--- config.mk ---
export PLATFORM = sky130hd
export DESIGN_NAME = button_gesture_detector
export DESIGN_NICKNAME = d
export VERILOG_FILES = /design/src/rtl/bgd_pkg.sv /design/src/rtl/bgd_debounce.sv /design/src/rtl/bgd_phase.sv /design/src/rtl/button_gesture_detector.sv
export SDC_FILE = /design/constraint.sdc
export NUM_CORES = 1
export LEC_CHECK = 0
export BUFFER_PORTS_ARGS = -buffer_cell sky130_fd_sc_hd__buf_4
export CAP_MARGIN = 20
export CORE_AREA = 2 2 99 101
export CTS_BUF_LIST = sky130_fd_sc_hd__clkbuf_8
export DETAILED_ROUTE_END_ITERATION = 10
export DIE_AREA = 0 0 101 103
export PLACE_DENSITY = 0.76
export SYNTH_ARGS = -nofsm -noshare
export SYNTH_HDL_FRONTEND = slang
export SYNTH_SLANG_ARGS = --single-unit
--- constraint.sdc ---
create_clock -name clock -period 4.9 [get_ports clock]
set_input_delay 0.245 -clock clock [delete_from_list [all_inputs] [get_ports clock]]
set_output_delay 0.245 -clock clock [all_outputs]
set_load 0.02 [all_outputs]
--- src/rtl/bgd_pkg.sv ---
// Package: shared types, codes and constants of the button gesture detector
package bgd_pkg;

   localparam int TICK_WIDTH = 16;
   localparam int LIMIT_WIDTH = 16;
   localparam int CMP_WIDTH = (TICK_WIDTH > LIMIT_WIDTH) ? TICK_WIDTH : LIMIT_WIDTH;
   localparam int CSR_ADDR_WIDTH = 4;
   localparam int CSR_DATA_WIDTH = 32;
   localparam logic [3:0] REPEAT_MAX = 4'd15;

   typedef enum logic [2:0] {
      PH_IDLE     = 3'd0,
      PH_PRESSED  = 3'd1,
      PH_RELEASED = 3'd2,
      PH_AGAIN    = 3'd3,
      PH_LONG     = 3'd5
   } phase_type;

   typedef enum logic [2:0] {
      EV_NONE       = 3'd0,
      EV_DOWN       = 3'd1,
      EV_UP         = 3'd2,
      EV_SINGLE     = 3'd3,
      EV_DOUBLE     = 3'd4,
      EV_LONG_START = 3'd5,
      EV_LONG_HOLD  = 3'd6
   } event_type;

   typedef enum logic [1:0] {
      REG_PRESS_LEVEL    = 2'd0,
      REG_DEBOUNCE_COUNT = 2'd1,
      REG_SHORT_LIMIT    = 2'd2,
      REG_LONG_LIMIT     = 2'd3
   } reg_index_type;

   typedef struct packed {
      logic                   press_level;
      logic [2:0]             debounce_count;
      logic [LIMIT_WIDTH-1:0] short_limit;
      logic [LIMIT_WIDTH-1:0] long_limit;
   } cfg_type;

endpackage

--- src/rtl/bgd_debounce.sv ---
// Debounce filter: accepts a new level after enough consecutive differing ticks
module bgd_debounce (
   input  logic       clock,
   input  logic       reset,
   input  logic       step,
   input  logic       raw,
   input  logic [2:0] debounce_count,
   output logic       stable_level
);
   import bgd_pkg::*;

   logic       stable_ff, stable_in;
   logic [2:0] bounce_ff, bounce_in;
   logic [2:0] bounce_inc;

   // Count differing ticks; take the raw level once the count is reached
   always_comb begin
      bounce_inc = bounce_ff + 3'd1;
      stable_in  = stable_ff;
      bounce_in  = 3'd0;
      if (raw != stable_ff) begin
         if (bounce_inc >= debounce_count) begin
            stable_in = raw;
         end else begin
            bounce_in = bounce_inc;
         end
      end
   end

   // Advance the filter once per transfer
   always_ff @(posedge clock) begin
      if (reset) begin
         stable_ff <= 1'b0;
         bounce_ff <= 3'd0;
      end else if (step) begin
         stable_ff <= stable_in;
         bounce_ff <= bounce_in;
      end
   end

   assign stable_level = stable_in;

endmodule

--- src/rtl/bgd_phase.sv ---
// Gesture phase machine with tick counter, repeat count and event register
module bgd_phase (
   input  logic               clock,
   input  logic               reset,
   input  logic               step,
   input  logic               pressed,
   input  bgd_pkg::cfg_type   cfg,
   output bgd_pkg::event_type event_next,
   output logic [3:0]         repeats_next
);
   import bgd_pkg::*;

   phase_type             phase_ff, phase_in;
   event_type             event_ff, event_in;
   logic [TICK_WIDTH-1:0] tick_ff, tick_in, tick_inc;
   logic [3:0]            repeats_ff, repeats_in;
   logic [CMP_WIDTH-1:0]  tick_ext, short_ext, long_ext;
   logic                  over_short, under_short, over_long;

   // Advance the tick counter outside idle, then compare against the limits
   always_comb begin
      tick_inc    = (phase_ff != PH_IDLE) ? tick_ff + TICK_WIDTH'(1) : tick_ff;
      tick_ext    = CMP_WIDTH'(tick_inc);
      short_ext   = CMP_WIDTH'(cfg.short_limit);
      long_ext    = CMP_WIDTH'(cfg.long_limit);
      over_short  = tick_ext > short_ext;
      under_short = tick_ext < short_ext;
      over_long   = tick_ext > long_ext;
   end

   // Next phase
   always_comb begin
      phase_in = phase_ff;
      unique case (phase_ff)
         PH_IDLE: begin
            if (pressed) phase_in = PH_PRESSED;
         end
         PH_PRESSED: begin
            if (!pressed) phase_in = PH_RELEASED;
            else if (over_long) phase_in = PH_LONG;
         end
         PH_RELEASED: begin
            if (pressed) phase_in = PH_AGAIN;
            else if (over_short) phase_in = PH_IDLE;
         end
         PH_AGAIN: begin
            if (!pressed) phase_in = under_short ? PH_RELEASED : PH_IDLE;
            else if (over_short) phase_in = PH_PRESSED;
         end
         PH_LONG: begin
            if (!pressed) phase_in = PH_IDLE;
         end
         default: phase_in = PH_IDLE;
      endcase
   end

   // Event, tick counter and repeat count
   always_comb begin
      event_in   = event_ff;
      tick_in    = tick_inc;
      repeats_in = repeats_ff;
      unique case (phase_ff)
         PH_IDLE: begin
            if (pressed) begin
               event_in   = EV_DOWN;
               tick_in    = '0;
               repeats_in = 4'd1;
            end else begin
               event_in = EV_NONE;
            end
         end
         PH_PRESSED: begin
            if (!pressed) begin
               event_in = EV_UP;
               tick_in  = '0;
            end else if (over_long) begin
               event_in = EV_LONG_START;
            end
         end
         PH_RELEASED: begin
            if (pressed) begin
               event_in = EV_DOWN;
               tick_in  = '0;
               if (repeats_ff != REPEAT_MAX) repeats_in = repeats_ff + 4'd1;
            end else if (over_short) begin
               if (repeats_ff == 4'd1) event_in = EV_SINGLE;
               else if (repeats_ff == 4'd2) event_in = EV_DOUBLE;
            end
         end
         PH_AGAIN: begin
            if (!pressed) begin
               event_in = EV_UP;
               if (under_short) tick_in = '0;
            end
         end
         PH_LONG: begin
            event_in = pressed ? EV_LONG_HOLD : EV_UP;
         end
         default: ;
      endcase
   end

   // Hold state between transfers
   always_ff @(posedge clock) begin
      if (reset) begin
         phase_ff   <= PH_IDLE;
         event_ff   <= EV_NONE;
         tick_ff    <= '0;
         repeats_ff <= 4'd0;
      end else if (step) begin
         phase_ff   <= phase_in;
         event_ff   <= event_in;
         tick_ff    <= tick_in;
         repeats_ff <= repeats_in;
      end
   end

   assign event_next   = event_in;
   assign repeats_next = repeats_in;

   // A click sequence in progress has seen at least one press
   a_repeats_live: assert property (@(posedge clock) disable iff (reset)
      phase_ff != PH_IDLE |-> repeats_ff != 4'd0)
      else $error("repeat count zero outside idle");

   // Long press events only stand while the long hold phase is held
   a_long_event: assert property (@(posedge clock) disable iff (reset)
      (event_ff == EV_LONG_START || event_ff == EV_LONG_HOLD) |-> phase_ff == PH_LONG)
      else $error("long press event outside long hold");

   // State moves only on a transfer
   a_hold: assert property (@(posedge clock) disable iff (reset)
      !step |=> $stable(phase_ff) && $stable(tick_ff) && $stable(repeats_ff))
      else $error("phase state changed without transfer");

endmodule

--- src/rtl/button_gesture_detector.sv ---
// Top level: input register, gesture logic, result register and CSR block
// Flow: an item passes the input register, then the result register, where its result
//   waits until it transfers; one result per item.
// Throughput: one item per cycle while rsp_ready is high; the result register and input
//   register let a new item enter while a finished result waits.
// Reset (synchronous): filter, phase, counters and event return to zero/idle and
//   the registers take press level 1, debounce_count 3, short 60, long 200.
module button_gesture_detector (
   input  logic                                clock,
   input  logic                                reset,
   input  logic                                req_valid,
   output logic                                req_ready,
   input  logic                                req_raw_active,
   output logic                                rsp_valid,
   input  logic                                rsp_ready,
   output logic [2:0]                          rsp_event_code,
   output logic [3:0]                          rsp_repeat_count,
   input  logic                                psel,
   input  logic                                penable,
   input  logic                                pwrite,
   input  logic [bgd_pkg::CSR_ADDR_WIDTH-1:0]  paddr,
   input  logic [bgd_pkg::CSR_DATA_WIDTH-1:0]  pwdata,
   output logic [bgd_pkg::CSR_DATA_WIDTH-1:0]  prdata,
   output logic                                pready
);
   import bgd_pkg::*;

   cfg_type       cfg_ff, cfg_in;
   reg_index_type reg_index;
   logic          csr_write;

   logic       in_valid_ff, in_valid_in;
   logic       raw_ff;
   logic       step;
   logic       stable_level;
   logic       pressed;
   event_type  event_next;
   logic [3:0] repeats_next;
   logic       out_valid_ff, out_valid_in;
   logic [2:0] event_ff;
   logic [3:0] repeats_ff;

   // Register file writes
   assign pready    = 1'b1;
   assign reg_index = reg_index_type'(paddr[3:2]);
   assign csr_write = psel && penable && pwrite && pready;

   always_comb begin
      cfg_in = cfg_ff;
      if (csr_write) begin
         unique case (reg_index)
            REG_PRESS_LEVEL:    cfg_in.press_level    = pwdata[0];
            REG_DEBOUNCE_COUNT: cfg_in.debounce_count = pwdata[2:0];
            REG_SHORT_LIMIT:    cfg_in.short_limit    = pwdata[LIMIT_WIDTH-1:0];
            REG_LONG_LIMIT:     cfg_in.long_limit     = pwdata[LIMIT_WIDTH-1:0];
            default: ;
         endcase
      end
   end

   // Register file reads
   always_comb begin
      unique case (reg_index)
         REG_PRESS_LEVEL:    prdata = CSR_DATA_WIDTH'(cfg_ff.press_level);
         REG_DEBOUNCE_COUNT: prdata = CSR_DATA_WIDTH'(cfg_ff.debounce_count);
         REG_SHORT_LIMIT:    prdata = CSR_DATA_WIDTH'(cfg_ff.short_limit);
         REG_LONG_LIMIT:     prdata = CSR_DATA_WIDTH'(cfg_ff.long_limit);
         default:            prdata = '0;
      endcase
   end

   always_ff @(posedge clock) begin
      if (reset) begin
         cfg_ff.press_level    <= 1'b1;
         cfg_ff.debounce_count <= 3'd3;
         cfg_ff.short_limit    <= LIMIT_WIDTH'(60);
         cfg_ff.long_limit     <= LIMIT_WIDTH'(200);
      end else begin
         cfg_ff <= cfg_in;
      end
   end

   // Process the held item when the result register is free or drains
   assign step      = in_valid_ff && (!out_valid_ff || rsp_ready);
   assign req_ready = !in_valid_ff || step;

   // Input register: take a transfer, drop the item once processed
   always_comb begin
      in_valid_in = in_valid_ff;
      if (req_valid && req_ready) in_valid_in = 1'b1;
      else if (step) in_valid_in = 1'b0;
   end

   always_ff @(posedge clock) begin
      if (reset) in_valid_ff <= 1'b0;
      else in_valid_ff <= in_valid_in;
   end

   always_ff @(posedge clock) begin
      if (req_valid && req_ready) raw_ff <= req_raw_active;
   end

   bgd_debounce u_debounce (
      .clock          (clock),
      .reset          (reset),
      .step           (step),
      .raw            (raw_ff),
      .debounce_count (cfg_ff.debounce_count),
      .stable_level   (stable_level)
   );

   assign pressed = (stable_level == cfg_ff.press_level);

   bgd_phase u_phase (
      .clock        (clock),
      .reset        (reset),
      .step         (step),
      .pressed      (pressed),
      .cfg          (cfg_ff),
      .event_next   (event_next),
      .repeats_next (repeats_next)
   );

   // Result register: load on a step, drop after the transfer
   always_comb begin
      out_valid_in = out_valid_ff;
      if (step) out_valid_in = 1'b1;
      else if (rsp_ready) out_valid_in = 1'b0;
   end

   always_ff @(posedge clock) begin
      if (reset) out_valid_ff <= 1'b0;
      else out_valid_ff <= out_valid_in;
   end

   always_ff @(posedge clock) begin
      if (step) begin
         event_ff   <= event_next;
         repeats_ff <= repeats_next;
      end
   end

   assign rsp_valid        = out_valid_ff;
   assign rsp_event_code   = event_ff;
   assign rsp_repeat_count = repeats_ff;

endmodule

==> reports/metrics.yaml, run 1 <==
postCtsHoldBufs: 0
slew_headroom_pct: 47.6
reg2reg_setup_slack_ps: 650
cp_slowest_stage_delay_ps: 630
fin_ws_ps: 649
ys_seq_area_share_pct: 32.2
dpl.hpwl_mm: 7.90
dp_slack_ps: 741
timing.final.crit_period_ps: 4250
synth_top_area_share_pct: 27.4
top_level_ports: 86
grt_usage_pct: 22.4
finalNetCount: 737
coreArea_sq_um: 9460
ctsResizeCount: 0
drive_above_1_share_pct: 13.7
leakagePower_nw: 2.27
yosysUniqueCellTypes: 67
cts.sinks: 76
ant_nets: 0
vias: 4447
insertion_delay_ps: 370
areaGrowthSynthToFinish_pct: 11.1
maxCapViolCount: 0
synth_area_leaders: "dfxtp_1 (27%), ha_1 (10%), nand2_1 (8.0%), a21oi_1 (5.8%), edfxtp_1 (4.8%)"
wirelength_mm: 11.1
clk_pin_slew_ps: 70
synth_cells: 623
ir_worst_vdd_uv: 163
io_buffers: 50
drc: 0
cp_top_family: "simple AND/OR/NAND/NOR gates"
die_w_microns: 101
multi_input_area_sq_um: 3000
hold_path.class: "primary input to flip-flop"
synth-main-ff-cell: "dfxtp_1"
crit_path_frequent_cell: "nand4_2"
required_ps: 5020
antennaDiodeCount: 0
die_y_microns: 103
worst_pin_slew_ps: 783
grt_pass1_vias: 4185
yosysTopAreaCell: "dfxtp_1"
hold_viol_final: 0
viasPerCell: 5.76
syn_area_per_cell_sq_um: 7.98
crit_type: "flip-flop to flip-flop"
setup_viol: 0
cts_tree: "yes"
post-cts-setup-buffers: 0
seqCellArea_sq_um: 1600
h-tree-depth: 3
power_density_nw_per_um2: 240
worstPathMaxFanout: 15
crit_path_cell_trace: "or3_1, nand4_2, nor4_4, nand3_1, xnor2_1, ha_1, nand4_2, nor4_2, a21bo_1, a31o_2, o311ai_2, o311ai_1, and2_2"
antenna_found_initial: 0
grt_pass1_wl_mm: 18.8
gp_congestion: 0.889
wl_per_cell_microns: 14.4
slew_violations: 0
final_common_cell: "nand2_1"
start_util_pct: 52.5
rows: 36
cts_max_path_buffers: 2
outcome: "finished, final reports clean"
rsz0062_at_grt: "no"
drt_first_pass_iters: 5
layout_common_cells: "nand2_1 (106), dfxtp_1 (68), a21oi_1 (58)"
finalSetupTns_ps: 0
dieArea_sq_um: 10400
drt_iter0_drc: 300
slowest_stage: "dfxtp_1"
yosysWarnings: 0
netlist_area_sq_um: 4970
crit_buf_inv: 0
ys_async_sr_fraction_pct: 0
grt_max_degree: 71
overflow: 0
synth_edf_count: 8
cts-root-buf: "clkbuf_8"
post-route-period-util_pct: 86.8
arrival_ps: 4370
cts_made_buffers: 9
cp-end-kind: "flip-flop"
yosys_register_bits: 76
start_kind: "flip-flop"
nFillCells: 893
fmax_ghz: 0.235
skew_ps: 12.1
[metrics by stage]
step                      hold slack, ps  std cells  utilization, %  area [sq um]  power, mW
after floorplan                      344        638               -          5020      0.772
after global placement               427        756            56.1          5310      0.805
after detailed placement             428        756            56.1          5310      0.809
after CTS                           48.4        772            58.4          5520       1.33
after global routing                59.8        772            58.4          5520       1.37
final                               58.5        772            58.4          5520       1.33
[report_power, final]
part           switching, mW  internal, mW
Combinational         0.0946        0.0538
Sequential           0.00820         0.639
Clock                  0.235         0.296
Total                  0.337         0.989
[worst register-to-register path: stages, from the launching register on]
cell and delay [ps]:
dfxtp_1 630, or3_1 320, nand4_2 290, nor4_4 360
nand3_1 200, xnor2_1 210, ha_1 340, nand4_2 160
nor4_2 310, a21bo_1 250, a31o_2 260, o311ai_2 290
o311ai_1 180, and2_2 220
[area by class of cell]
type	count	share of cell area (%)
clock inverters	6	1.43
flip-flops and latches	76	29.0
inverters	41	2.79
repair buffers	54	7.34
multi-input cells	471	54.4
clock buffers	10	2.49
well taps	114	2.58
[path summary, 6_finish.rpt]
kind	startpoint	end	depth (start not counted)
min	req_raw_active	raw_ff	1
max reg2reg	u_phase.phase_ff[2]	rsp_event_code[1]	13
max	u_phase.phase_ff[2]	rsp_event_code[1]	13
min reg2reg	u_phase.tick_ff[7]	u_phase.tick_ff[7]	2
[cells by family (layout without fill, tap and decap cells)]
group                      count (synthesis)  after routing  synth area share [%]
muxes                                     18             18                  3.95
buffers and inverters                     91            111                  8.49
other                                      2             17                 0.151
adders and majority gates                 40             40                  10.1
and+or+nand+nor                          249            249                  24.9
DFF                                       76             76                  32.2
xor gates and xnor gates                  20             20                  3.83
AOI/OAI and AO/OA                        127            127                  16.4
[cell usage after synthesis (all sizes together), types with 5 or more instances]
| cell type | count |
|---|---|
| nand2 | 106 |
| dfxtp | 68 |
| a21oi | 59 |
| ha | 40 |
| inv | 40 |
| nor2 | 36 |
| clkbuf | 26 |
| nand4 | 25 |
| buf | 24 |
| nor2b | 20 |
| mux2i | 17 |
| a31oi | 15 |
| nand3 | 15 |
| o21ai | 14 |
| xnor2 | 12 |
| nor3 | 9 |
| edfxtp | 8 |
| xor2 | 8 |
| and3 | 7 |
| a211o | 6 |
| nand2b | 6 |
| and2 | 5 |
[flip-flops by register name, summed over array words and instances, names as in the netlist]
signal                flops
u_debounce.stable_ff      1
raw_ff                    1
rsp_event_code            3
u_phase.repeats_ff        4
u_debounce.bounce_ff      3
rsp_repeat_count          4
u_phase.tick_ff          16
cfg_ff                   36
u_phase.phase_ff          3
in_valid_ff               1
u_phase.event_ff          3
rsp_valid                 1
[metal layers]
layer / wire length (microns) / vias up / share of wire, % / global-route usage, %
met1: 4930 / 2102 / 44 / 28.5
met2: 5440 / 131 / 49 / 38.2
met3: 519 / 16 / 4.7 / 2.92
met5: 0 / - / 0 / 0
li1: - / 2198 / - / -
met4: 242 / 0 / 2.2 / 10.3
No activity file was read; power rests on OpenSTA's default activity.
==> run 2: changes to the inputs <==
--- a/config.mk
+++ b/config.mk
@@ -7,11 +7,10 @@
 export LEC_CHECK = 0
 export BUFFER_PORTS_ARGS = -buffer_cell sky130_fd_sc_hd__buf_4
 export CAP_MARGIN = 20
-export CORE_AREA = 2 2 99 101
+export CORE_AREA = 2 2 115 117
 export CTS_BUF_LIST = sky130_fd_sc_hd__clkbuf_8
 export DETAILED_ROUTE_END_ITERATION = 10
-export DIE_AREA = 0 0 101 103
-export PLACE_DENSITY = 0.76
+export DIE_AREA = 0 0 117 119
 export SYNTH_ARGS = -nofsm -noshare
 export SYNTH_HDL_FRONTEND = slang
 export SYNTH_SLANG_ARGS = --single-unit
==> reports/metrics.yaml, run 2 (synthesized netlist as in run 1, its figures left out) <==
h-tree-depth: 3
leakagePower_nw: 2.27
timing.hold.ws_ps: 69.9
final_core_util_pct: 43.5
post-route-period-util_pct: 86.2
min_to: "raw_ff"
grt_pass1_wl_mm: 19.2
finalSetupTns_ps: 0
timing.final.crit_period_ps: 4220
skew_ps: 12.7
top_level_ports: 86
cts-root-buf: "clkbuf_8"
antenna_found_initial: 0
ant_nets: 0
layout_common_cells: "nand2_1 (106), dfxtp_1 (68), a21oi_1 (58)"
worstPathMaxFanout: 15
ir_worst_vdd_uv: 133
hold_path.class: "primary input to flip-flop"
clk_pin_slew_ps: 70
ctsResizeCount: 0
postCtsHoldBufs: 0
cp-end-kind: "flip-flop"
viasPerCell: 5.18
rows: 42
start_kind: "flip-flop"
top_regs: "cfg_ff: 36 flops, u_phase.tick_ff: 16 flops"
top_usage_layer: "met2"
drt_first_pass_iters: 6
drive_above_1_share_pct: 13.8
setup_viol: 0
p_total_mw: 1.32
finalNetCount: 737
post-cts-setup-buffers: 0
cts.sinks: 76
wl_per_cell_microns: 13.8
dpl.hpwl_mm: 8.19
outcome: "finished, final reports clean"
drt_iter0_drc: 274
slew_violations: 0
die_y_microns: 119
reg2reg_setup_slack_ps: 680
hp-start: "req_raw_active"
grt_pass1_vias: 3971
grt_util_met2_pct: 27.5
worst_pin_slew_ps: 800
ff2ff_path_depth: 13
largest_register_ff_count: 36
final_common_cell: "nand2_1"
insertion_delay_ps: 360
overflow: 0
regToRegEndpoint: "rsp_event_code[1]"
cts_tree: "yes"
die_w_microns: 117
areaGrowthSynthToFinish_pct: 12.8
hold_path_depth: 1
grt_max_degree: 71
required_ps: 5020
vias: 4321
arrival_ps: 4340
crit_type: "flip-flop to flip-flop"
power_density_nw_per_um2: 236
met1_usage_pct: 23.9
antennaDiodeCount: 0
r2r-start: "u_phase.phase_ff[2]"
hold_viol_final: 0
top_register: "cfg_ff"
slew_headroom_pct: 46.6
rsz0062_at_grt: "no"
io_buffers: 50
fmax_ghz: 0.237
wirelength_mm: 11.5
cts_max_path_buffers: 2
coreArea_sq_um: 12900
cts_made_buffers: 9
drc: 0
maxCapViolCount: 0
gp_congestion: 0.872
use_met3_pct: 2.90
start_util_pct: 38.6
dieArea_sq_um: 13900
grt_usage_pct: 17.3
[run 2: how the worst max path moves through the flow]
stage | endpoint | from | cells after the start
after floorplan | rsp_event_code[1] | u_phase.phase_ff[1] | 15
after global placement | rsp_event_code[1] | u_phase.phase_ff[2] | 13
after detailed placement | rsp_event_code[1] | u_phase.phase_ff[2] | 13
after CTS | rsp_event_code[1] | u_phase.phase_ff[2] | 13
after global routing | rsp_event_code[1] | u_phase.phase_ff[2] | 13
final | rsp_event_code[1] | u_phase.phase_ff[2] | 13
[run 2: routing by layer]
| metal | vias up | routed length, microns |
|---|---|---|
| li1 | 2195 | - |
| met1 | 2027 | 5410 |
| met2 | 89 | 5530 |
| met3 | 10 | 471 |
| met4 | 0 | 111 |
| met5 | - | 0 |
[run 2: worst max-delay path, stage by stage, from the launching register on]
cell,delay [ps]
dfxtp_1,640
or3_1,330
nand4_2,290
nor4_4,360
nand3_1,190
xnor2_1,210
ha_1,330
nand4_2,160
nor4_2,330
a21bo_1,250
a31o_2,260
o311ai_2,270
o311ai_1,150
and2_2,220
[run 2: power by group]
part           switching [mW]  internal [mW]
Combinational          0.0951         0.0537
Sequential            0.00826          0.639
Clock                   0.238          0.291
Total                   0.342          0.983
[run 2: final cells by class]
type,instances,area (sq um)
sequential,76,1600
tap,176,220
inverter,41,154
timing repair buffer,54,405
clock inverter,3,41.3
fill,1319,7270
multi-input combinational,471,3000
clock buffer,13,179
[run 2: through the flow]
stage               worst slack (ps)  area [sq um]  cells
CTS                              667          5600    834
floorplan                       1330          5020    638
global placement                 774          5380    818
detailed placement               710          5380    818
global route                     390          5600    834
finish                           677          5600    834
==> run 3: changes to the inputs <==
--- a/config.mk
+++ b/config.mk
@@ -7,10 +7,10 @@
 export LEC_CHECK = 0
 export BUFFER_PORTS_ARGS = -buffer_cell sky130_fd_sc_hd__buf_4
 export CAP_MARGIN = 20
-export CORE_AREA = 2 2 115 117
+export CORE_AREA = 2 2 119 121
 export CTS_BUF_LIST = sky130_fd_sc_hd__clkbuf_8
 export DETAILED_ROUTE_END_ITERATION = 10
-export DIE_AREA = 0 0 117 119
+export DIE_AREA = 0 0 121 123
 export SYNTH_ARGS = -nofsm -noshare
 export SYNTH_HDL_FRONTEND = slang
 export SYNTH_SLANG_ARGS = --single-unit
==> constraint.sdc (replaced) <==
create_clock -name clock -period 4.7 [get_ports clock]
set_input_delay 0.235 -clock clock [delete_from_list [all_inputs] [get_ports clock]]
set_output_delay 0.235 -clock clock [all_outputs]
set_load 0.02 [all_outputs]
==> reports/metrics.yaml, run 3 (synthesized netlist as in run 1, its figures left out) <==
ctsResizeCount: 0
place_area_sq_um: 5400
maxCapViolCount: 0
top_register: "cfg_ff"
power_density_nw_per_um2: 242
vias: 4394
outcome: "finished, final reports clean"
final_common_cell: "nand2_1"
overflow: 0
cts_made_buffers: 9
crit_type: "flip-flop to flip-flop"
drc: 0
arrival_ps: 4350
ir_worst_vdd_uv: 122
h-tree-depth: 3
slowest_stage: "dfxtp_1"
hold_viol_final: 0
start_util_pct: 36.5
final_area_sq_um: 5610
gp_congestion: 0.781
fmax_ghz: 0.236
cts.sinks: 76
start_kind: "flip-flop"
ant_nets: 0
grt_usage_pct: 16.1
required_ps: 4820
final_core_util_pct: 41.2
antenna_found_initial: 0
setup_viol: 0
rsz0062_at_grt: "no"
p_total_mw: 1.35
numPlacedInstances: 824
coreArea_sq_um: 13600
postCtsHoldBufs: 0
io_buffers: 50
die_y_microns: 123
insertion_delay_ps: 360
cp_slowest_stage_delay_ps: 560
drt_first_pass_iters: 7
grt_pass1_wl_mm: 19.4
rows: 43
layout_common_cells: "nand2_1 (106), dfxtp_1 (68), a21oi_1 (58)"
cts_max_path_buffers: 2
slew_violations: 0
timing.hold.ws_ps: 52.2
antennaDiodeCount: 0
viasPerCell: 5.23
finalSetupTns_ps: 0
timing.final.crit_period_ps: 4230
finalNetCount: 739
drt_iter0_drc: 244
leakagePower_nw: 2.27
crit_path_frequent_cell: "and3_1"
cts-root-buf: "clkbuf_8"
dieArea_sq_um: 14900
drive_above_1_share_pct: 13.9
post-route-period-util_pct: 90.0
largest_register_ff_count: 36
grt_pass1_vias: 4182
grt_max_degree: 71
multi_input_area_sq_um: 3000
die_w_microns: 121
areaGrowthSynthToFinish_pct: 12.8
crit_path_cell_trace: "or3_1, nand3_1, nor2_1, and3_1, and3_1, xor2_1, ha_1, nand4_2, nor4_2, a21bo_1, a31o_2, o311ai_2, o311ai_1, and2_2"
wl_per_cell_microns: 14.1
cp-end-kind: "flip-flop"
post-cts-setup-buffers: 0
worstPathMaxFanout: 12
skew_ps: 9.99
wirelength_mm: 11.8
cts_tree: "yes"
clk_pin_slew_ps: 80
dpl.hpwl_mm: 8.35
fin_cells: 840
top_level_ports: 86
dp_slack_ps: 555
hold_path.class: "primary input to flip-flop"
slew_headroom_pct: 45.0
top_regs: "cfg_ff: 36 flops, u_phase.tick_ff: 16 flops"
worst_pin_slew_ps: 823
fin_ws_ps: 470
nFillCells: 1379
seqCellArea_sq_um: 1600
==> run 3: cell types whose count changed in the layout (fill, tap and decap cells not counted), sizes merged <==
cell / previous run / this run
clkinvlp: 0 / 1
clkinv: 2 / 3
buf: 54 / 56
clkbuf: 13 / 11
==> run 3: cell type report <==
| type | instances | share of cell area (%) |
|---|---|---|
| clock buffers | 11 | 2.70 |
| clock inverters | 5 | 0.915 |
| inverters | 41 | 2.75 |
| multi-input cells | 471 | 53.5 |
| flip-flops and latches | 76 | 28.6 |
| well taps | 180 | 4.02 |
| repair buffers | 56 | 7.50 |
==> run 3: metal layers <==
metal | global-route usage (%) | vias to the layer above | wire length (microns)
met1 | 20.5 | 2091 | 5530
met5 | 0 | - | 0
li1 | - | 2198 | -
met2 | 27.7 | 90 | 5780
met3 | 1.66 | 15 | 302
met4 | 7.19 | 0 | 223
==> run 3: path summary, 6_finish.rpt <==
path / cells after the start / to / slack [ps] / start
max: 14 / rsp_event_code[1] / 470 / u_phase.phase_ff[0]
min: 1 / raw_ff / 50 / req_raw_active
max reg2reg: 14 / rsp_event_code[1] / 470 / u_phase.phase_ff[0]
min reg2reg: 2 / cfg_ff[17] / 460 / cfg_ff[17]
==> run 3: critical path, delay by kind of cell (launching register included) <==
kind | cells | cell delay (ps)
simple gates | 8 | 1960
compound gates | 4 | 950
xor+xnor | 1 | 290
flops | 1 | 560
fa+ha+maj | 1 | 230
==> run 3: power by group <==
part,internal (mW),switching [mW]
Clock,0.271,0.253
Sequential,0.666,0.00848
Combinational,0.0569,0.100
Total,0.994,0.361
